==> config.mk <==
export PLATFORM = sky130hd
export DESIGN_NAME = scheduled_valve_controller
export DESIGN_NICKNAME = d
export VERILOG_FILES = /design/src/hw/rtl/svc_pkg.sv /design/src/hw/rtl/svc_core.sv /design/src/hw/rtl/scheduled_valve_controller.sv
export SDC_FILE = /design/constraint.sdc
export NUM_CORES = 1
export LEC_CHECK = 0
export BUFFER_PORTS_ARGS = -buffer_cell sky130_fd_sc_hd__buf_2
export CORE_MARGIN = 2
export CORE_UTILIZATION = 53
export DETAILED_ROUTE_END_ITERATION = 6
export GPL_TIMING_DRIVEN = 0
export MAX_ROUTING_LAYER = met4
export PLACE_DENSITY_LB_ADDON = 0.3
export SYNTH_ARGS = -nofsm -noshare
export SYNTH_HDL_FRONTEND = slang
export SYNTH_SLANG_ARGS = --single-unit
==> constraint.sdc <==
create_clock -name clk -period 6.17 [get_ports clk]
set_clock_uncertainty 0.1 [all_clocks]
set_input_delay 0.617 -clock clk [delete_from_list [all_inputs] [get_ports clk]]
set_output_delay 0.617 -clock clk [all_outputs]
set_load 0.01 [all_outputs]
==> src/hw/rtl/svc_pkg.sv <==
// shared types, constants and register codes of the scheduled valve controller
package svc_pkg;

  localparam int SVC_MAX_SLOTS      = 3;
  localparam int SVC_SLOT_COUNT_DEF = 3;

  localparam int SVC_HOUR_W   = 5;
  localparam int SVC_MINUTE_W = 6;
  localparam int SVC_SECOND_W = 6;
  localparam int SVC_DUR_W    = 16;
  localparam int SVC_TOTAL_W  = 32;
  localparam int SVC_KIND_W   = 2;

  localparam int SVC_CFG_IDX_W  = 3;
  localparam int SVC_CFG_DATA_W = 16;

  localparam int SVC_IN_FIELDS_W  = SVC_HOUR_W + SVC_MINUTE_W + SVC_SECOND_W;
  localparam int SVC_IN_TDATA_W   = ((SVC_IN_FIELDS_W + 7) / 8) * 8;
  localparam int SVC_OUT_FIELDS_W = 4 + SVC_MAX_SLOTS + SVC_TOTAL_W;
  localparam int SVC_OUT_TDATA_W  = ((SVC_OUT_FIELDS_W + 7) / 8) * 8;

  localparam logic [SVC_HOUR_W-1:0]    SVC_RST_SLOT0_HOUR = 5'd6;
  localparam logic [SVC_HOUR_W-1:0]    SVC_RST_SLOT1_HOUR = 5'd18;
  localparam logic [SVC_HOUR_W-1:0]    SVC_RST_SLOT2_HOUR = 5'd12;
  localparam logic [SVC_MINUTE_W-1:0]  SVC_RST_MINUTE     = 6'd0;
  localparam logic [SVC_MAX_SLOTS-1:0] SVC_RST_ENABLE     = 3'd3;
  localparam logic [SVC_DUR_W-1:0]     SVC_RST_DURATION   = 16'd30;

  typedef enum logic [SVC_KIND_W-1:0] {
    KIND_TICK   = 2'd0,
    KIND_OPEN   = 2'd1,
    KIND_CLOSE  = 2'd2
  } svc_kind_t;

  typedef enum logic [SVC_CFG_IDX_W-1:0] {
    REG_SLOT0_HOUR   = 3'd0,
    REG_SLOT0_MINUTE = 3'd1,
    REG_SLOT1_HOUR   = 3'd2,
    REG_SLOT1_MINUTE = 3'd3,
    REG_SLOT2_HOUR   = 3'd4,
    REG_SLOT2_MINUTE = 3'd5,
    REG_SLOT_ENABLE  = 3'd6,
    REG_DURATION     = 3'd7
  } svc_reg_t;

  typedef struct packed {
    logic [SVC_MAX_SLOTS-1:0][SVC_HOUR_W-1:0]   hour;
    logic [SVC_MAX_SLOTS-1:0][SVC_MINUTE_W-1:0] minute;
    logic [SVC_MAX_SLOTS-1:0]                   enable;
    logic [SVC_DUR_W-1:0]                       duration;
  } svc_cfg_t;

  typedef struct packed {
    logic                     valve_open;
    logic                     manual_active;
    logic                     opened_now;
    logic                     closed_now;
    logic [SVC_MAX_SLOTS-1:0] slot_hits;
    logic [SVC_TOTAL_W-1:0]   watering_total;
  } svc_result_t;

endpackage

==> src/hw/rtl/svc_core.sv <==
// valve state, slot match tracking and hit total, one item per step
module svc_core
  import svc_pkg::*;
#(
  parameter int SLOT_COUNT = SVC_SLOT_COUNT_DEF
) (
  input  logic                    clk,
  input  logic                    rst_n,
  input  logic                    step,
  input  logic [SVC_KIND_W-1:0]   kind,
  input  logic [SVC_HOUR_W-1:0]   clock_hour,
  input  logic [SVC_MINUTE_W-1:0] clock_minute,
  input  logic [SVC_SECOND_W-1:0] clock_second,
  input  svc_cfg_t                cfg,
  output svc_result_t             res
);

  localparam int CNT_W = $clog2(SLOT_COUNT + 1);

  logic                   valve_r, valve_nxt;
  logic                   manual_r, manual_nxt;
  logic [SVC_DUR_W-1:0]   elapsed_r, elapsed_nxt;
  logic [SLOT_COUNT-1:0]  prior_r, prior_nxt;
  logic [SVC_TOTAL_W-1:0] total_r, total_nxt;

  logic                     run, close_sched, check, sec_zero;
  logic                     valve_mid, manual_mid;
  logic [SVC_DUR_W-1:0]     elapsed_mid;
  logic [SVC_MAX_SLOTS-1:0] hits;
  logic [CNT_W-1:0]         hit_cnt;
  logic                     opened, closed;
  logic [SLOT_COUNT-1:0]    match;

  always_comb begin
    run         = valve_r & ~manual_r;
    elapsed_mid = elapsed_r;
    if (run && (elapsed_r != {SVC_DUR_W{1'b1}})) begin
      elapsed_mid = elapsed_r + 1'b1;
    end
    close_sched = run && (elapsed_mid >= cfg.duration);
    valve_mid   = valve_r & ~close_sched;
    manual_mid  = manual_r & ~close_sched;
    check       = ~valve_mid & ~manual_mid;
    sec_zero    = (clock_second == '0);

    hits    = '0;
    hit_cnt = '0;
    for (int i = 0; i < SLOT_COUNT; i++) begin
      match[i] = (clock_hour == cfg.hour[i]) && (clock_minute == cfg.minute[i]) && sec_zero;
      if (check && cfg.enable[i] && match[i] && !prior_r[i]) begin
        hits[i] = 1'b1;
        hit_cnt = hit_cnt + 1'b1;
      end
    end

    valve_nxt   = valve_r;
    manual_nxt  = manual_r;
    elapsed_nxt = elapsed_r;
    prior_nxt   = prior_r;
    total_nxt   = total_r;
    opened      = 1'b0;
    closed      = 1'b0;

    case (kind)
      KIND_TICK: begin
        valve_nxt   = valve_mid;
        manual_nxt  = manual_mid;
        elapsed_nxt = elapsed_mid;
        closed      = close_sched;
        for (int i = 0; i < SLOT_COUNT; i++) begin
          if (check && cfg.enable[i]) begin
            prior_nxt[i] = match[i];
          end
        end
        if (hits != '0) begin
          valve_nxt   = 1'b1;
          elapsed_nxt = '0;
          opened      = 1'b1;
        end
        total_nxt = total_r + SVC_TOTAL_W'(hit_cnt);
      end
      KIND_OPEN: begin
        if (!valve_r) begin
          valve_nxt   = 1'b1;
          manual_nxt  = 1'b1;
          elapsed_nxt = '0;
          opened      = 1'b1;
        end
      end
      KIND_CLOSE: begin
        if (valve_r && manual_r) begin
          valve_nxt  = 1'b0;
          manual_nxt = 1'b0;
          closed     = 1'b1;
        end
      end
      default: begin
      end
    endcase

    res.valve_open     = valve_nxt;
    res.manual_active  = manual_nxt;
    res.opened_now     = opened;
    res.closed_now     = closed;
    res.slot_hits      = (kind == KIND_TICK) ? hits : '0;
    res.watering_total = total_nxt;
  end

  always_ff @(posedge clk) begin
    if (!rst_n) begin
      valve_r   <= 1'b0;
      manual_r  <= 1'b0;
      elapsed_r <= '0;
      prior_r   <= '0;
      total_r   <= '0;
    end else if (step) begin
      valve_r   <= valve_nxt;
      manual_r  <= manual_nxt;
      elapsed_r <= elapsed_nxt;
      prior_r   <= prior_nxt;
      total_r   <= total_nxt;
    end
  end

endmodule

==> src/hw/rtl/scheduled_valve_controller.sv <==
// top level: configuration registers, valve core and result buffering
// Each item (a second tick with the time of day, or a remote open or close
// command) is evaluated in the cycle it transfers; its result is registered into
// the output register, or into the skid stage while that register holds an unread
// result. One item is taken per clock cycle while in_tready is high; a result
// register backed by a one-entry skid stage keeps the input ready while a result
// waits, so in_tready only drops when both hold unread results. Configuration
// writes are registered and should be made while no result is outstanding.
module scheduled_valve_controller
  import svc_pkg::*;
#(
  parameter int SLOT_COUNT = SVC_SLOT_COUNT_DEF
) (
  input  logic                       clk,
  input  logic                       rst_n,
  input  logic                       in_tvalid,
  output logic                       in_tready,
  // clock_hour, clock_minute, clock_second
  input  logic [SVC_IN_TDATA_W-1:0]  in_tdata,
  // kind
  input  logic [SVC_KIND_W-1:0]      in_tuser,
  output logic                       out_tvalid,
  input  logic                       out_tready,
  // valve_open, manual_active, opened_now, closed_now, slot_hits, watering_total
  output logic [SVC_OUT_TDATA_W-1:0] out_tdata,
  input  logic                       cfg_we,
  input  logic [SVC_CFG_IDX_W-1:0]   cfg_index,
  input  logic [SVC_CFG_DATA_W-1:0]  cfg_data
);

  svc_cfg_t    cfg_r;
  svc_result_t res;
  svc_result_t out_r, skid_r;
  logic        out_valid_r, out_valid_nxt;
  logic        skid_valid_r, skid_valid_nxt;
  logic        accept, out_take, load_new, load_skid, skid_load;

  always_ff @(posedge clk) begin
    if (!rst_n) begin
      cfg_r.hour     <= {SVC_RST_SLOT2_HOUR, SVC_RST_SLOT1_HOUR, SVC_RST_SLOT0_HOUR};
      cfg_r.minute   <= {SVC_RST_MINUTE, SVC_RST_MINUTE, SVC_RST_MINUTE};
      cfg_r.enable   <= SVC_RST_ENABLE;
      cfg_r.duration <= SVC_RST_DURATION;
    end else if (cfg_we) begin
      case (cfg_index)
        REG_SLOT0_HOUR:   cfg_r.hour[0]   <= cfg_data[SVC_HOUR_W-1:0];
        REG_SLOT0_MINUTE: cfg_r.minute[0] <= cfg_data[SVC_MINUTE_W-1:0];
        REG_SLOT1_HOUR:   cfg_r.hour[1]   <= cfg_data[SVC_HOUR_W-1:0];
        REG_SLOT1_MINUTE: cfg_r.minute[1] <= cfg_data[SVC_MINUTE_W-1:0];
        REG_SLOT2_HOUR:   cfg_r.hour[2]   <= cfg_data[SVC_HOUR_W-1:0];
        REG_SLOT2_MINUTE: cfg_r.minute[2] <= cfg_data[SVC_MINUTE_W-1:0];
        REG_SLOT_ENABLE:  cfg_r.enable    <= cfg_data[SVC_MAX_SLOTS-1:0];
        REG_DURATION:     cfg_r.duration  <= cfg_data[SVC_DUR_W-1:0];
        default: begin
        end
      endcase
    end
  end

  assign in_tready = ~skid_valid_r;
  assign accept    = in_tvalid & in_tready;
  assign out_take  = out_valid_r & out_tready;

  svc_core #(
    .SLOT_COUNT(SLOT_COUNT)
  ) u_core (
    .clk          (clk),
    .rst_n        (rst_n),
    .step         (accept),
    .kind         (in_tuser),
    .clock_hour   (in_tdata[SVC_HOUR_W-1:0]),
    .clock_minute (in_tdata[SVC_HOUR_W +: SVC_MINUTE_W]),
    .clock_second (in_tdata[SVC_HOUR_W+SVC_MINUTE_W +: SVC_SECOND_W]),
    .cfg          (cfg_r),
    .res          (res)
  );

  always_comb begin
    out_valid_nxt  = out_valid_r;
    skid_valid_nxt = skid_valid_r;
    load_new       = 1'b0;
    load_skid      = 1'b0;
    skid_load      = 1'b0;
    if (out_take) begin
      if (skid_valid_r) begin
        load_skid      = 1'b1;
        skid_valid_nxt = 1'b0;
      end else begin
        out_valid_nxt = 1'b0;
      end
    end
    if (accept) begin
      if (!out_valid_r || out_take) begin
        load_new      = 1'b1;
        out_valid_nxt = 1'b1;
      end else begin
        skid_load      = 1'b1;
        skid_valid_nxt = 1'b1;
      end
    end
  end

  always_ff @(posedge clk) begin
    if (!rst_n) begin
      out_valid_r  <= 1'b0;
      skid_valid_r <= 1'b0;
    end else begin
      out_valid_r  <= out_valid_nxt;
      skid_valid_r <= skid_valid_nxt;
    end
  end

  always_ff @(posedge clk) begin
    if (load_new) begin
      out_r <= res;
    end else if (load_skid) begin
      out_r <= skid_r;
    end
    if (skid_load) begin
      skid_r <= res;
    end
  end

  assign out_tvalid = out_valid_r;
  assign out_tdata  = SVC_OUT_TDATA_W'({out_r.watering_total, out_r.slot_hits,
                                        out_r.closed_now, out_r.opened_now,
                                        out_r.manual_active, out_r.valve_open});

endmodule

Word-level counts from Yosys, hierarchy flattened
Cells that the tools add are included.

word-level totals
  memory bits (writable) = 0
  input port bits = 50
  logic and storage cells = 141
  ROM bits = 0
  flip-flop bits (word level) = 185
  output and inout bits = 42
  latch bits = 0
  memories kept = 0

operators by class
  muxes and demuxes = 38
  divide/modulo/power cells = 0
  reduce and logical (&&, ||, !) cells = 41
  shifts and indexed selects = 0
  multiply operators = 0
  magnitude comparators = 1
  equality and inequality tests = 17
  $add $sub $neg = 4
  bitwise gates (word level) = 11

operators with widths
  operator               number
  $mux 39                2
  $mux 16                3
  $add 32x2->32          1
  $mux 32                1
  $pmux 16 s2            1
  $mux 1                 24
  $eq 6x6->1             3
  $logic_and 1x1->1      18
  $add 16x1->16 const B  1
  $ge 16x16->1           1
  $ne 16x16->1 const B   1
  $reduce_and 2->1       8
  $eq 5x5->1             3
  $eq 3x3->1 const B     4
  $reduce_and 3->1       4
  $and 1x1->1            6
  $eq 3x2->1 const B     2
  $logic_not 6->1        1
  $pmux 1 s3             2
  $not 1->1              5
  $logic_not 1->1        4
  $mux 2                 2
  $pmux 1 s2             2
  $reduce_bool 2->1      2
  11 further kinds       11

Logic depth before layout (Yosys ltp)
  depth after elaboration = 21
  mapped depth = 25
  mapped depth without buffers = 23

Modules after synthesis
Synthesis repeated with hierarchy kept, for this count alone.

second synthesis, totals
  cell total of the unflattened synthesis = 849
  area, all modules = 8979.9 um^2

modules (own cells, without submodules)
  module                      area an instance (um^2)  seq. area each (um^2)  instances  cells each
  scheduled_valve_controller  4739.5                   3423.3                 1          335
  svc_core                    4240.3                   1061.0                 1          514

Least setup slack after synthesis
OpenSTA, ideal clock, no wires.

  path type = register to register
  start point = register u_core.elapsed_r[0]
  end point = register out_r (netlist bit out_tdata[33]), data pin
  slack = -0.012 ns
  arrival time = 5.822 ns
  data required time = 5.810 ns
  clock period less this slack = 6.182 ns
  setup time = 0.260 ns
  path buffers = 1
  cell stages (with the launch flop) = 25
  cells stage by stage = dfxtp_1 -> ha_1 -> and3_1 -> nand3_1 -> o21ai_0 -> nor3_1 -> or2_2 -> ha_1 -> nand2_1 -> or3_1 -> a2111oi_2 -> nor4b_1 -> buf_2 -> or4_1 -> inv_1 -> ha_1 -> xnor2_1 -> ha_1 -> fa_1 -> or3b_2 -> nor4b_4 -> nand2_2 -> nor3_1 -> xor2_1 -> mux2_2

RTL lines
  what                    RTL line                           source
  start, declared         svc_core.sv:22                     logic [SVC_DUR_W-1:0] elapsed_r, elapsed_nxt;
  start signal, assigned  svc_core.sv:119                    elapsed_r <= elapsed_nxt;
  end signal, assigned    scheduled_valve_controller.sv:115  out_r <= res;
  end signal, assigned    scheduled_valve_controller.sv:117  out_r <= skid_r;
  end, declared           scheduled_valve_controller.sv:33   svc_result_t out_r, skid_r;

==> metrics <==
outcome=finished clean; critical path type=flip-flop to flip-flop; DRC violations left=0; Yosys top cell area share=0.260; Seq/Total Area, Yosys=0.498; clk sink count=185; Sw Share=0.235; Max IR drop VDD=0.199 mV; crit path DAT=6.10 ns; share of post-route cells with drive strength above 1=0.213; Crit path required time=6.26 ns; Tightest Hold Check Type=input port to flip-flop; Post-DP HPWL=13700 um; worst hold endpoint=skid_valid_r; area of the multi-input gates=4550 sq um; ant diodes=0; worst-margin pin slew=roughly 1.2 ns; Routed WL=19800 um; io pins=~90; most frequent CP cell=nor4b_4; Comb power frac=0.084; Synth top cells by count=nand2_1 (143), nor2_1 (117), dfxtp_1 (107), edfxtp_1 (78), xor2_1 (57); RSZ-0062 raised after global routing=yes; nets@finish=1128; placed cells=around 1.2k; slowest stage cell, crit path=or4_4; core area=between 15000 and 20000 sq um; fin crit share=0.974; Post-Syn Nets=1007; Max Cap Violations=0; Yosys cell types=58; Initial Utilization=0.543; Clock Path Buffers=2; Critical Path Max Stage Delay=0.59 ns; sequential cell area=4510 sq um; Worst R2R End=out_tdata[25]; CP cell instances=nand4_1 > nor3_4 > o21ai_4 > o21a_1 > or2_4 > ha_1 > nand2_1 > or3_4 > buf_4 > a31oi_4 > nor4b_4 > or4_4 > inv_4 > ha_4 > xnor2_2 > ha_2 > fa_2 > or3b_4 > nor4b_4 > nand2_4 > buf_12 > nor2_2 > xor2_1 > mux2_2; vias in the first global route=roughly 6.5k; xor/xnor cell area share of the yosys netlist=0.0934; Synth area leader=edfxtp_1; fraction of the mapped netlist area in simple logic gates=0.208; total clock buffers created by CTS=17; Rows=47; FF-to-FF Start=u_core.elapsed_r[2]; Top FF cell, synth=dfxtp_1; Post-synth EDFFs=78; leakage=approximately 4.3 nW; Area growth syn-to-layout=20.8%; initial antenna violation count=0; synthesis-stage register bit count=185; ys async rst share=0; largest family of logic cells by synthesized area=simple AND/OR/NAND/NOR gates; FF-to-FF path depth=24; Pwr per Cell Area=246 nW/um^2; Pint=2.04 mW; Syn Area/Cell=9.64 sq um; Post-Synthesis Cells=roughly 930; DRT Pass-1 Iters=5; R2R Setup Slk=0.16 ns; count leader, synth=nand2_1; pin count of the biggest net entering global routing=34; Worst Hold Slack=0.307 ns; GRT Util Overall=0.231; Compound-Gate Fraction of Synth Area=0.0759; Crit Path Max Fanout=6; hold depth=2; PortBufs=77; Die Span X=134 um; Area after DPL=9730 sq um; die area=18000 sq um; Slew Limit Headroom=0.192; Syn. warnings=0; crit path time final=6.01 ns; CTS tree=built; Area contributors post-synth=edfxtp_1 (26%), dfxtp_1 (24%), nand2_1 (6.0%), xor2_1 (5.5%), nor2_1 (4.9%); CTS root buf=clkbuf_16; hold_sp=out_tready; Post-Route Setup TNS=0 ns; antenna viol nets, final=0; first-pass GRT wire length=31900 um; final hold violations=0; Max H-tree Level=4; sequential power share=0.498; Net Sw Power=0.628 mW; post-synthesis mux area share=0.0586; final slew viol count=0; startpoint type of the worst setup path=flip-flop; clock-pin slew on the worst setup and hold paths=0.07 ns; # fillers=1346; initial DRC count=350; Post-Synth Adder-Cell Area=0.0328; Die Y=134 um; Final Cell Area=about 11000 sq um; Clk pwr share=0.418; DR WL/cell=15.4 um; Worst Setup End Kind=flip-flop; GRT overflow=0; vias=between 7k and 8k; Cell Count, Final, Fillers Out=approximately 1.3k; fmax=0.166 GHz; routability-driven placement congestion ratio=0.873; clk_lat worst skew=0.44 ns; final setup violating endpoints=0; routed via count divided by cell count=5.45; cell area after synthesis=9000 sq um
what timing repair did:
action	in CTS	in global routing
gates cloned	0	0
hold buffers	0	0
hold endpoints to repair	0	0
pin swaps	15	21
gates resized for setup	39	48
setup endpoints to repair	58	48
setup buffers	14	10
flip-flops by register name (all words and copies together) (netlist names):
signal	cells
out_tvalid	1
skid_valid_r	1
skid_r	39
out_tdata	39
u_core.total_r	32
u_core.elapsed_r	16
cfg_r	52
u_core.valve_r	1
u_core.prior_r	3
u_core.manual_r	1
worst max path at each step:
stage / endpoint / startpoint / slack [ns]
4_1_cts: out_tdata[29] / u_core.elapsed_r[0] / 0.02
3_3_place_gp: out_tdata[31] / u_core.valve_r / -0.72
3_5_place_dp: out_tdata[31] / u_core.valve_r / -0.85
5_1_grt: out_tdata[33] / u_core.elapsed_r[2] / -0.06
6_report: out_tdata[25] / u_core.elapsed_r[2] / 0.16
2_1_floorplan: out_tdata[33] / u_core.elapsed_r[0] / 0.03
power by group through the flow:
stage	Combinational (mW)	Sequential, mW	Clock (mW)
floorplan	0.111	1.38	0
global placement	0.202	1.36	0
detailed placement	0.212	1.36	0
CTS	0.221	1.33	1.13
global route	0.246	1.33	1.18
finish	0.224	1.33	1.12
kinds of logic (layout without fill, tap and decap cells):
| group | after synthesis | in the layout |
|---|---|---|
| mux | 51 | 51 |
| simple gates | 399 | 399 |
| fa+ha+maj | 23 | 23 |
| compound gates | 105 | 105 |
| buf+inv | 74 | 208 |
| flops | 185 | 185 |
| xor+xnor | 96 | 96 |
| other cells | 1 | 1 |
per-stage QoR:
stage	power (mW)	setup WS (ns)	util
finish	2.67	0.159	0.656
global route	2.76	-0.0570	0.656
CTS	2.68	0.0160	0.639
detailed placement	1.57	-0.850	0.587
global placement	1.56	-0.718	0.583
floorplan	1.49	0.0292	-
routing by layer:
metal | vias to the layer above | share of wire | track usage
met2 | 217 | 0.49 | 0.376
met4 | 0 | 0.024 | 0.0965
met5 | - | 0 | -
met3 | 36 | 0.043 | 0.0401
met1 | 3296 | 0.44 | 0.286
li1 | 3470 | - | -
cells in the final DEF, fill, tap and decap left out, types with 5 or more instances in the layout:
master | Yosys | final
a21oi_1 | 34 | 34
a22o_1 | 10 | 10
and3_1 | 12 | 10
and4_1 | 7 | 5
buf_2 | 4 | 80
buf_4 | 1 | 23
clkbuf_1 | 34 | 34
clkbuf_16 | 0 | 17
dfxtp_1 | 107 | 95
dfxtp_2 | 0 | 7
dfxtp_4 | 0 | 5
edfxtp_1 | 78 | 78
ha_1 | 22 | 18
inv_1 | 31 | 29
mux2_2 | 14 | 11
mux2i_1 | 37 | 37
nand2_1 | 143 | 143
nand2b_1 | 8 | 7
nand3_1 | 18 | 16
nand4_1 | 15 | 15
nor2_1 | 117 | 111
nor2b_1 | 8 | 8
nor3_1 | 22 | 16
nor4_1 | 5 | 5
o211ai_1 | 6 | 6
o21ai_0 | 24 | 21
o221ai_1 | 7 | 7
or2_2 | 8 | 5
or3_1 | 9 | 8
or4_4 | 3 | 6
xnor2_1 | 39 | 38
xor2_1 | 57 | 53
worst max-delay path: cells and delay by family, from the launching register on:
family	cells	cell delay [ns]
simple gates	11	2.96
xor+xnor	2	0.23
buf+inv	3	0.42
fa+ha+maj	4	0.89
compound gates	3	0.52
flops	1	0.37
mux	1	0.27
layout make-up:
cell class	instances	area share
Clock inverter	13	0.0155
Buffer	41	0.0166
Timing Repair Buffer	103	0.0579
Clock buffer	19	0.0398
Inverter	32	0.0113
Multi-Input combinational cell	675	0.419
Tap cell	220	0.0253
Sequential cell	185	0.415
(Power assumes the default switching activity.)
